### src/sv/pfpm_pkg.sv
`timescale 1ns / 1ps
package pfpm_pkg;
    localparam int ScaleW = 40;
    localparam int DataW  = 32;

    localparam logic [1:0] REQ_PW   = 2'd0;
    localparam logic [1:0] REQ_CV   = 2'd1;
    localparam logic [1:0] REQ_EVAL = 2'd2;
    localparam logic [1:0] REQ_PUB  = 2'd3;

    localparam logic [2:0] REG_PW_SCALE  = 3'd0;
    localparam logic [2:0] REG_CUR_SCALE = 3'd1;
    localparam logic [2:0] REG_VOL_SCALE = 3'd2;
    localparam logic [2:0] REG_TIMEOUT   = 3'd3;
    localparam logic [2:0] REG_FRACTION  = 3'd4;
    localparam logic [2:0] REG_ABSOLUTE  = 3'd5;
    localparam logic [2:0] REG_MIN_POWER = 3'd6;
    localparam logic [2:0] REG_MODE      = 3'd7;

    typedef struct packed {
        logic              start;
        logic [ScaleW-1:0] dividend;
        logic [DataW-1:0]  divisor;
    } div_req_t;

    typedef struct packed {
        logic             done;
        logic [DataW-1:0] value;
    } div_rsp_t;
endpackage

### src/sv/pfpm_divider.sv
`timescale 1ns / 1ps
module pfpm_divider
    import pfpm_pkg::*;
(
    input  logic     clk,
    input  logic     rst_n,
    input  div_req_t req,
    output div_rsp_t rsp
);
    // restoring division, one quotient bit a cycle, saturated to 32 bits
    logic [ScaleW-1:0] quo_reg, quo_next;
    logic [DataW:0]    rem_reg, rem_next;
    logic [DataW-1:0]  den_reg, den_next;
    logic [5:0]        cnt_reg, cnt_next;
    logic              busy_reg, busy_next;
    logic              done_reg, done_next;
    logic [DataW+1:0]  trial;
    logic [DataW:0]    shifted;

    always_comb
    begin
        quo_next  = quo_reg;
        rem_next  = rem_reg;
        den_next  = den_reg;
        cnt_next  = cnt_reg;
        busy_next = busy_reg;
        done_next = 1'b0;
        shifted   = {rem_reg[DataW-1:0], quo_reg[ScaleW-1]};
        trial     = {1'b0, shifted} - {2'b00, den_reg};
        if (req.start)
        begin
            quo_next  = req.dividend;
            rem_next  = '0;
            den_next  = req.divisor;
            cnt_next  = 6'(ScaleW);
            busy_next = 1'b1;
        end
        else if (busy_reg)
        begin
            if (!trial[DataW+1])
            begin
                rem_next = trial[DataW:0];
                quo_next = {quo_reg[ScaleW-2:0], 1'b1};
            end
            else
            begin
                rem_next = shifted;
                quo_next = {quo_reg[ScaleW-2:0], 1'b0};
            end
            cnt_next = cnt_reg - 6'd1;
            if (cnt_reg == 6'd1)
            begin
                busy_next = 1'b0;
                done_next = 1'b1;
            end
        end
    end

    always_ff @(posedge clk or negedge rst_n)
    begin
        if (!rst_n)
        begin
            busy_reg <= 1'b0;
            done_reg <= 1'b0;
            cnt_reg  <= '0;
        end
        else
        begin
            busy_reg <= busy_next;
            done_reg <= done_next;
            cnt_reg  <= cnt_next;
        end
    end

    always_ff @(posedge clk)
    begin
        quo_reg <= quo_next;
        rem_reg <= rem_next;
        den_reg <= den_next;
    end

    assign rsp.done  = done_reg;
    assign rsp.value = (den_reg == '0) ? '0 :
                       (quo_reg[ScaleW-1:DataW] != '0) ? '1 : quo_reg[DataW-1:0];
endmodule

### config.mk
export PLATFORM = sky130hd
export DESIGN_NAME = pfpm_divider
export DESIGN_NICKNAME = d
export VERILOG_FILES = /design/src/sv/pfpm_pkg.sv /design/src/sv/pfpm_divider.sv
export SDC_FILE = /design/constraint.sdc
export NUM_CORES = 1
export LEC_CHECK = 0
export BUFFER_PORTS_ARGS = -buffer_cell sky130_fd_sc_hd__buf_2
export CAP_MARGIN = 15
export CORE_ASPECT_RATIO = 1.1
export CORE_MARGIN = 8
export CORE_UTILIZATION = 23
export CTS_CLUSTER_DIAMETER = 150
export CTS_CLUSTER_SIZE = 28
export DETAILED_ROUTE_END_ITERATION = 8
export PLACE_DENSITY = 0.42
export SLEW_MARGIN = 20
export SYNTH_ARGS = -nofsm -noshare
export SYNTH_HDL_FRONTEND = slang
export SYNTH_SLANG_ARGS = --single-unit
### constraint.sdc
create_clock -name clk -period 4.39 [get_ports clk]
set_input_delay 0.439 -clock clk [delete_from_list [all_inputs] [get_ports clk]]
set_output_delay 0.439 -clock clk [all_outputs]
set_load 0.02 [all_outputs]
==> results of run 1 <==
[synthesized netlist by cell type, types with 5 or more instances]
master	n	area share, %
mux2_2	41	6.8
ha_1	34	6.3
nor4_1	11	1.0
dfrtp_1	8	3.0
edfxtp_1	72	32
xor2_1	10	1.3
a31oi_1	6	0.55
o31ai_1	6	0.66
nor3_1	7	0.52
nand3_1	6	0.44
o21ai_1	6	0.44
and2_1	5	0.46
nor2b_1	6	0.55
a211oi_1	23	2.5
o21ai_0	10	0.74
o21a_1	36	4.0
a21o_1	14	1.5
xnor2_1	15	1.9
dfxtp_1	32	9.4
clkbuf_1	35	1.9
nand2_1	43	2.4
mux2i_1	22	3.2
nand4_1	11	1.0
a21oi_1	31	2.3
inv_1	44	2.4
nor2_1	53	2.9
[cell type report]
| class | instances | area share, % |
|---|---|---|
| Clock inverter | 7 | 0.8961 |
| Multi-Input combinational cell | 464 | 43.03 |
| Inverter | 44 | 2.075 |
| Timing Repair Buffer | 115 | 7.546 |
| Sequential cell | 112 | 37.75 |
| Clock buffer | 9 | 2.830 |
| Tap cell | 374 | 5.880 |
[metrics by stage]
step           hold WS, ns  util (%)  std cells  setup slack (ns)
3_3_place_gp        0.3023     26.10       1108             1.237
4_1_cts             0.2248     27.15       1125             1.025
3_5_place_dp        0.2980     26.10       1108             1.181
6_report            0.2386     27.15       1125             1.196
2_1_floorplan       0.1434         -        661             1.743
5_1_grt             0.2149     27.15       1125            0.9552
[routing by layer]
metal	global-route usage (%)	part of all wire (%)
met1	13.33	47
met2	17.28	46
met3	3.515	5.4
met4	2.626	1.2
met5	0	0.21
[critical path, stage by stage, from the launching register on]
cell and delay, ns:
edfxtp_1 0.45, nor4_1 0.64, nand4_1 0.30, or2_2 0.62, o21a_1 0.21, buf_2 0.16
[worst min path at each step]
| stage | to | slack (ns) | cells past startpoint | start |
|---|---|---|---|---|
| floorplan | busy_reg$_DFF_PN0_ | 0.14 | 0 | rst_n |
| global placement | cnt_reg[0]$_DFFE_PN0P_ | 0.30 | 1 | rst_n |
| detailed placement | cnt_reg[0]$_DFFE_PN0P_ | 0.30 | 1 | rst_n |
| CTS | den_reg[27]$_DFFE_PP_ | 0.22 | 1 | req[27] |
| global route | den_reg[20]$_DFFE_PP_ | 0.21 | 1 | req[20] |
| finish | den_reg[30]$_DFFE_PP_ | 0.24 | 1 | req[30] |
[power groups by stage]
stage | Clock [mW] | Sequential [mW] | Combinational [mW]
2_1_floorplan | 0 | 1.46 | 1.43
3_3_place_gp | 0 | 1.52 | 1.77
3_5_place_dp | 0 | 1.51 | 1.76
4_1_cts | 0.882 | 1.49 | 1.77
5_1_grt | 0.922 | 1.52 | 1.97
6_report | 0.843 | 1.49 | 1.76
[placed cells by master (no fill, tap or decap), types with 3 or more instances in the layout]
cell type,synthesis,final
a21boi_0,4,4
mux2_2,41,41
xnor2_1,15,15
nand4_1,11,11
clkinv_4,0,3
xor2_1,10,10
dfxtp_1,32,32
buf_4,2,8
and2_1,5,5
nand3_1,6,6
inv_1,44,44
a21o_1,14,14
a31o_1,4,3
o41ai_1,3,3
o21ai_1,6,6
o31ai_1,6,6
nand2b_1,4,4
a211oi_1,23,23
ha_1,34,34
nand2_1,43,43
nor2_1,53,53
a22o_1,3,3
o21ai_0,10,10
nor4_1,11,11
dfrtp_1,8,7
nor3_1,7,7
nor2b_1,6,6
o211ai_1,4,4
o21a_1,36,36
a21oi_1,31,31
a221oi_1,3,3
a211o_1,4,4
or3_1,3,3
a31oi_1,6,6
a311oi_1,3,3
buf_2,0,106
mux2i_1,22,22
clkbuf_16,0,9
edfxtp_1,72,72
[logic make-up after synthesis]
group	after synthesis
xor gates and xnor gates	25
muxes	63
DFF	112
buffers and inverters	85
and+or+nand+nor	164
adders and majority gates	35
AOI/OAI and AO/OA	177
[repair_timing]
item	CTS	global route
endpoints found under the hold margin	8	0
resized for setup	0	0
hold buffers	1	0
setup buffers	0	0
==> out/qor.yml, run 1 <==
clock_tree:
  tritoncts: "built"
  cts.sinks: 112
  cts_max_path_buffers: 2
  htreeDepth: 3
  clockRootBuffer: "clkbuf_16"
  path_clk_slew_ns: 0.09
  clk_latency_ns: 0.37
  cts_buffers: 9
timing:
  fmax_ghz: 0.3131
  period_share_pct: 72.75
  grt_setup_unrepaired: "false"
  setup_violations: 0
  finClkSkew_ns: 0.01974
  worstMarginPinSlew_ns: 0.7342
  finalCriticalPeriod_ns: 3.194
  final_max_slew_viol_count: 0
  relSlewSlack_pct: 51.05
  setup_tns_ns: 0
  hold_viol: 0
cells_and_area:
  syn_to_final_growth_pct: 17.32
  seqCellArea_um2: 3004
  fin_nets: 856
  drive_above_1_share_pct: 24.37
  antenna_cells_inserted: 0
  multiInputGateArea_um2: 3425
  n_fill_cell: 3137
  largest_reg_flops: 40
  finalInstanceArea_um2: 7959
routing:
  drtAntennaViolNets: 0
  viasPerCell: 4.568
  routedWlPerCell_um: 16.84
  drt_wl_total_um: 18940
  via_count: 5139
  dr.pass1.iters: 4
  drtIter0Drc: 279
  drcViolationCount: 0
die:
  rows: 66
  die_area_um2: 35250
  die_h_um: 196.1
  core-area_um2: 29320
  die_width_um: 179.8
  ioPinCount: 108
  initial_utilization_pct: 23.14
synthesis:
  ys_seq_area_share_pct: 44.26
  synthAdderAreaFrac_pct: 6.566
  synth_warnings: 0
  synth-simple-area-share_pct: 11.84
  synth_top_family_by_area: "compound AO/OA/AOI/OAI gates"
  synth-seq-cells: 112
  synth-compound-area-share_pct: 18.79
  synth_area_um2: 6784
  async_reset_ff_share_pct: 7.143
  syn_inst: 661
  yosysUniqueCellTypes: 65
  syn_area_per_cell_um2: 10.26
  synth_mux_area_share_pct: 10.05
  synth.net_count: 771
  yosys_most_used_dff: "edfxtp_1"
  synth_xor_area_share_pct: 3.228
  synth_edf_count: 72
critical_path:
  crit_type: "reg2out"
  regToRegEndpoint: "rem_reg[14]$_SDFFE_PP0P_"
  start_kind: "register"
  crit_start: "den_reg[28]$_DFFE_PP_"
  crit_fanout: 32
  cp-endpoint: "rsp[30]"
  required_ns: 3.95
  critPathCaptureType: "output port"
  cp.arrival_ns: 2.75
  crit-reg2reg-launch: "den_reg[7]$_DFFE_PP_"
  reg2reg_slack_ns: 1.25
  reg2reg_depth: 11
power_and_ir_drop:
  switchingPower_mw: 1.598
  p_clk_share_pct: 20.6
  power.total_mw: 4.098
  leakagePower_nw: 3.182
  seqPwrFrac_pct: 36.4
  p_int_mw: 2.499
  powerDensity_nw_per_um2: 514.9
  vdd_drop_max_mv: 0.2178
  combPwrFrac_pct: 43.1
  p_sw_share_pct: 39.01
grt:
  grt_max_degree: 49
  antenna_found_initial: 4
  overflow: 0
  track_usage_pct: 10.61
  grt_pass1_vias: 5406
  grt_pass1_wl_um: 30340
outcome:
  status: "complete, no violations"
placed_design:
  io_buffers: 107
  gp_routability_congestion: 0.7983
  detailed_place.area_um2: 7652
  dp_hpwl_um: 13950
worst_hold_path:
  min_path_type: "in2reg"
run:
  maxCapViolations: 0
Note: power is estimated with default switching activity, not from simulation.
==> run 2: changes to the inputs <==
==> constraint.sdc (replaced) <==
create_clock -name clk -period 3.25 [get_ports clk]
set_input_delay 0.325 -clock clk [delete_from_list [all_inputs] [get_ports clk]]
set_output_delay 0.325 -clock clk [all_outputs]
set_load 0.02 [all_outputs]
==> run 2 against run 1 <==
- die area unchanged
- combinational power up 39%
- critical path depth unchanged
- flip-flop and latch count unchanged
- non-clock buffer count up 11
- clock-buffer cell count unchanged
- core utilization up 0.38 points
- clock power up 46%
- critical path type unchanged
- largest power group unchanged
==> out/qor.yml, run 2 (same netlist as run 1, synthesis figures left out) <==
outcome:
  status: "complete, no violations"
routing:
  drtIter0Drc: 195
  drcViolationCount: 0
  routedWlPerCell_um: 16.51
  viasPerCell: 4.580
  drtAntennaViolNets: 0
  dr.pass1.iters: 6
  via_count: 5207
  drt_wl_total_um: 18780
power_and_ir_drop:
  p_clk_share_pct: 21.7
  seqPwrFrac_pct: 35.4
  vdd_drop_max_mv: 0.3994
  switchingPower_mw: 2.172
  power.total_mw: 5.689
  leakagePower_nw: 3.244
  p_int_mw: 3.516
  combPwrFrac_pct: 42.9
  p_sw_share_pct: 38.19
  powerDensity_nw_per_um2: 705.0
grt:
  grt_pass1_wl_um: 29880
  antenna_found_initial: 5
  grt_pass1_vias: 5431
  grt_max_degree: 43
  track_usage_pct: 10.48
  overflow: 0
cells_and_area:
  layoutNonFillerInstCount: 1137
  fin_nets: 867
  layout_commonest_cell: "buf_2"
  drive_above_1_share_pct: 25.59
  n_fill_cell: 3097
  syn_to_final_growth_pct: 18.94
  utilization_pct: 27.52
  finalInstanceArea_um2: 8069
  largest_reg_flops: 40
  final_cell_mix: "buf_2, edfxtp_1, nor2_1, inv_1, nand2_1"
run:
  maxCapViolations: 0
clock_tree:
  clockRootBuffer: "clkbuf_16"
  clk_latency_ns: 0.36
  path_clk_slew_ns: 0.09
  cts_buffers: 9
  cts_max_path_buffers: 2
  htreeDepth: 3
  tritoncts: "built"
  cts.sinks: 112
worst_hold_path:
  min_path_type: "in2reg"
  hp-start: "req[20]"
  hold_end: "den_reg[20]$_DFFE_PP_"
  whs_path_depth: 1
critical_path:
  crit_family: "simple AND/OR/NAND/NOR gates"
  reg2reg_slack_ns: 0.32
  path_buf_inv: 1
  crit-reg2reg-launch: "den_reg[0]$_DFFE_PP_"
  slowest_stage: "or2_2"
  start_kind: "register"
  critPathCaptureType: "output port"
  cp.arrival_ns: 2.78
  slowest_delay_ns: 0.62
  required_ns: 2.92
  cp.depth: 5
  crit_type: "reg2out"
  reg2reg_depth: 10
  regToRegEndpoint: "rem_reg[28]$_SDFFE_PP0P_"
  path_cells: "nor4_1 -> nand4_1 -> or2_2 -> o21a_1 -> buf_2"
  crit_fanout: 32
placed_design:
  detailed_place.area_um2: 7735
  gp_routability_congestion: 0.7739
  io_buffers: 107
  dp_cells: 1119
  dp_hpwl_um: 14160
timing:
  period_share_pct: 95.47
  setup_violations: 0
  finClkSkew_ns: 0.01045
  setup_tns_ns: 0
  relSlewSlack_pct: 53.58
  fmax_ghz: 0.3223
  final_max_slew_viol_count: 0
  grt_setup_unrepaired: "false"
  hold_viol: 0
  finalCriticalPeriod_ns: 3.103
  worstMarginPinSlew_ns: 0.6904
die:
  ioPinCount: 108
  die_h_um: 196.1
  rows: 66
  core-area_um2: 29320
  initial_utilization_pct: 23.14
  die_width_um: 179.8
  die_area_um2: 35250
run 2: changes by cell type in the layout (fill, tap and decap cells not counted):
cell,previous run,this run
buf_4,8,19
clkinv_4,3,1
inv_8,1,3
a221oi_1,3,2
a221oi_2,0,1
bufinv_16,0,1
clkinv_8,1,0
diode_2,0,1
run 2: worst max path at each step:
| stage | startpoint | endpoint |
|---|---|---|
| 2_1_floorplan | den_reg[26]$_DFFE_PP_ | quo_reg[0]$_DFFE_PP_ |
| 3_3_place_gp | den_reg[0]$_DFFE_PP_ | rem_reg[16]$_SDFFE_PP0P_ |
| 3_5_place_dp | den_reg[0]$_DFFE_PP_ | rem_reg[16]$_SDFFE_PP0P_ |
| 4_1_cts | den_reg[19]$_DFFE_PP_ | rsp[28] |
| 5_1_grt | den_reg[19]$_DFFE_PP_ | rsp[23] |
| 6_report | den_reg[19]$_DFFE_PP_ | rsp[28] |
run 2: layer usage:
metal  global-route usage [%]  part of all wire [%]  routed length [um]
met5                        0                  0.22                  42
met4                    2.842                   1.2                 232
met3                    3.145                   5.8                1087
met2                    17.45                    47                8800
met1                    13.00                    46                8612
run 2: area by class of cell:
cell class	count	area [um^2]	share of cell area [%]
Antenna cell	1	2.502	0.03101
Clock buffer	9	225.2	2.791
Clock inverter	7	90.09	1.116
Inverter	44	165.2	2.047
Multi-Input combinational cell	464	3431	42.52
Sequential cell	112	3004	37.23
Tap cell	374	467.9	5.799
Timing Repair Buffer	126	683.2	8.466
run 2: per-stage QoR:
stage / hold slack (ns) / setup slack [ns]
after detailed placement: 0.1918 / 0.1739
after CTS: 0.1117 / 0.04541
after global routing: 0.1030 / 0.04326
after floorplan: 0.02941 / 0.6032
final: 0.1306 / 0.1471
after global placement: 0.1900 / 0.2047
run 2: timing repair:
action,CTS,global route
endpoints found under the hold margin,8,0
resized for setup,0,1
hold buffers,1,0
setup buffers,0,0
setup endpoints to repair,0,1
run 2: power by group through the flow:
stage	clock [mW]	combinational (mW)	sequential [mW]
floorplan	0	1.94	1.97
global placement	0	2.46	2.05
detailed placement	0	2.45	2.04
CTS	1.28	2.46	2.02
global route	1.33	2.71	2.06
finish	1.23	2.44	2.01
==> run 3: changes to the inputs <==
--- a/config.mk
+++ b/config.mk
@@ -7,7 +7,6 @@
 export LEC_CHECK = 0
 export BUFFER_PORTS_ARGS = -buffer_cell sky130_fd_sc_hd__buf_2
 export CAP_MARGIN = 15
-export CORE_ASPECT_RATIO = 1.1
 export CORE_MARGIN = 8
 export CORE_UTILIZATION = 23
 export CTS_CLUSTER_DIAMETER = 150
==> constraint.sdc (replaced) <==
create_clock -name clk -period 3.25 [get_ports clk]
set_input_delay 0 -clock clk [delete_from_list [all_inputs] [get_ports clk]]
set_output_delay 0 -clock clk [all_outputs]
set_load 0.02 [all_outputs]
==> run 3 against run 2 <==
- sequential share of layout area shrank 3.1 points
- cell area grew 9.1%
- clock-buffer cell count grew 1
- largest cell class unchanged
- power grew 0.72%
- worst setup slack gained 0.095 ns
- final cell count grew 7.4%
- combinational power grew 3%
- non-clock buffer count grew 69
==> out/qor.yml, run 3 (same netlist as run 1, synthesis figures left out) <==
timing:
  finClkSkew_ns: 0.01292
  setup_tns_ns: 0
  hold_viol: 0
  finalCriticalPeriod_ns: 3.008
  setup_violations: 0
  final_max_slew_viol_count: 0
  relSlewSlack_pct: 53.76
  fmax_ghz: 0.3325
  period_share_pct: 92.54
  worstMarginPinSlew_ns: 0.6935
  grt_setup_unrepaired: "false"
die:
  die_h_um: 187.7
  ioPinCount: 108
  die_width_um: 187.7
  rows: 63
  die_area_um2: 35250
  core-area_um2: 29320
  initial_utilization_pct: 23.14
critical_path:
  start_kind: "register"
  crit_type: "reg2reg"
  required_ns: 3.47
  cp.arrival_ns: 3.23
  critPathCaptureType: "register"
  crit_fanout: 13
clock_tree:
  clk_latency_ns: 0.36
  path_clk_slew_ns: 0.08
  clockRootBuffer: "clkbuf_16"
  tritoncts: "built"
  cts_buffers: 9
  htreeDepth: 3
  cts_setup_buffers: 0
  cts_max_path_buffers: 2
  cts.sinks: 112
cells_and_area:
  seqCellArea_um2: 3004
  largest_reg_flops: 40
  antenna_cells_inserted: 0
  layout_commonest_cell: "buf_2"
  multiInputGateArea_um2: 3431
  syn_to_final_growth_pct: 29.75
  drive_above_1_share_pct: 22.86
  n_fill_cell: 3096
  fin_nets: 936
  final_cell_mix: "buf_2, dlygate4sd3_1, edfxtp_1, nor2_1, inv_1"
routing:
  via_count: 5425
  drtAntennaViolNets: 0
  drcViolationCount: 0
  dr.pass1.iters: 4
  routedWlPerCell_um: 15.51
  drt_wl_total_um: 18940
  drtIter0Drc: 307
  viasPerCell: 4.443
grt:
  track_usage_pct: 10.67
  overflow: 0
  grt_pass1_wl_um: 30630
  grt_pass1_vias: 5714
  grt_max_degree: 57
  antenna_found_initial: 0
outcome:
  status: "complete, no violations"
placed_design:
  io_buffers: 107
  dp_hpwl_um: 13800
  gp_routability_congestion: 0.7828
power_and_ir_drop:
  power.total_mw: 5.730
  vdd_drop_max_mv: 0.2841
  powerDensity_nw_per_um2: 651.0
  leakagePower_nw: 3.529
run:
  maxCapViolations: 0
worst_hold_path:
  min_path_type: "in2async"
[run 3: final cells by class]
cell class                 count  area share, %
clock buffer                  10          2.601
clock inverter                 6          1.009
inverter                      44          1.876
multi-input combinational    464          38.98
sequential                   112          34.13
tap                          390          5.544
timing repair buffer         195          15.86
[run 3: report_power, final]
group / switching [mW] / total, mW / internal [mW]
registers: 0.206 / 2.01 / 1.80
logic: 1.36 / 2.52 / 1.15
clock network: 0.588 / 1.21 / 0.619
[run 3: timing repair]
action | CTS | global route
resized for setup | 0 | 1
hold buffers | 74 | 0
endpoints found under the hold margin | 84 | 0
setup endpoints to repair | 0 | 1
[run 3: layer usage]
metal / share of wire (%) / track usage, % / routed length [um]
met1: 47 / 13.52 / 8935
met3: 2.3 / 1.932 / 437
met4: 2.1 / 3.909 / 405
met5: 0 / 0 / 0
met2: 48 / 17.87 / 9160
[run 3: metrics by stage]
step,std cells,util (%),hold slack [ns],setup WS (ns),area [um^2]
after floorplan,661,-,-0.2956,0.6032,6784
after global placement,1131,26.39,-0.1398,0.2703,7737
after detailed placement,1131,26.39,-0.1409,0.1378,7737
after CTS,1221,30.00,0.04440,0.1115,8796
after global routing,1221,30.02,0.06476,0.02393,8802
final,1221,30.02,0.02715,0.2423,8802
[run 3: worst max-delay path: stages, from the launching register on]
cell       delay (ns)
edfxtp_1         0.35
inv_1            0.05
ha_1             0.36
a21o_1           0.22
a2111oi_4        0.39
o21ai_1          0.17
o21ai_2          0.18
nand3_2          0.15
a31o_2           0.42
buf_4            0.25
nor3b_1          0.24
nor4_2           0.07
[run 3: path summary, 6_finish.rpt]
| path | start | to | slack (ns) | cells after the start |
|---|---|---|---|---|
| worst max-delay path | den_reg[6]$_DFFE_PP_ | rem_reg[15]$_SDFFE_PP0P_ | 0.24 | 11 |
| min in group clk | req[10] | den_reg[10]$_DFFE_PP_ | 0.34 | 2 |
| worst min-delay path | rst_n | cnt_reg[3]$_DFFE_PN0P_ | 0.03 | 2 |
| worst max register to register | den_reg[6]$_DFFE_PP_ | rem_reg[15]$_SDFFE_PP0P_ | 0.24 | 11 |
| max in group asynchronous | rst_n | busy_reg$_DFF_PN0_ | 3.03 | 2 |
| worst min register to register | rem_reg[25]$_SDFFE_PP0P_ | rem_reg[25]$_SDFFE_PP0P_ | 0.48 | 2 |
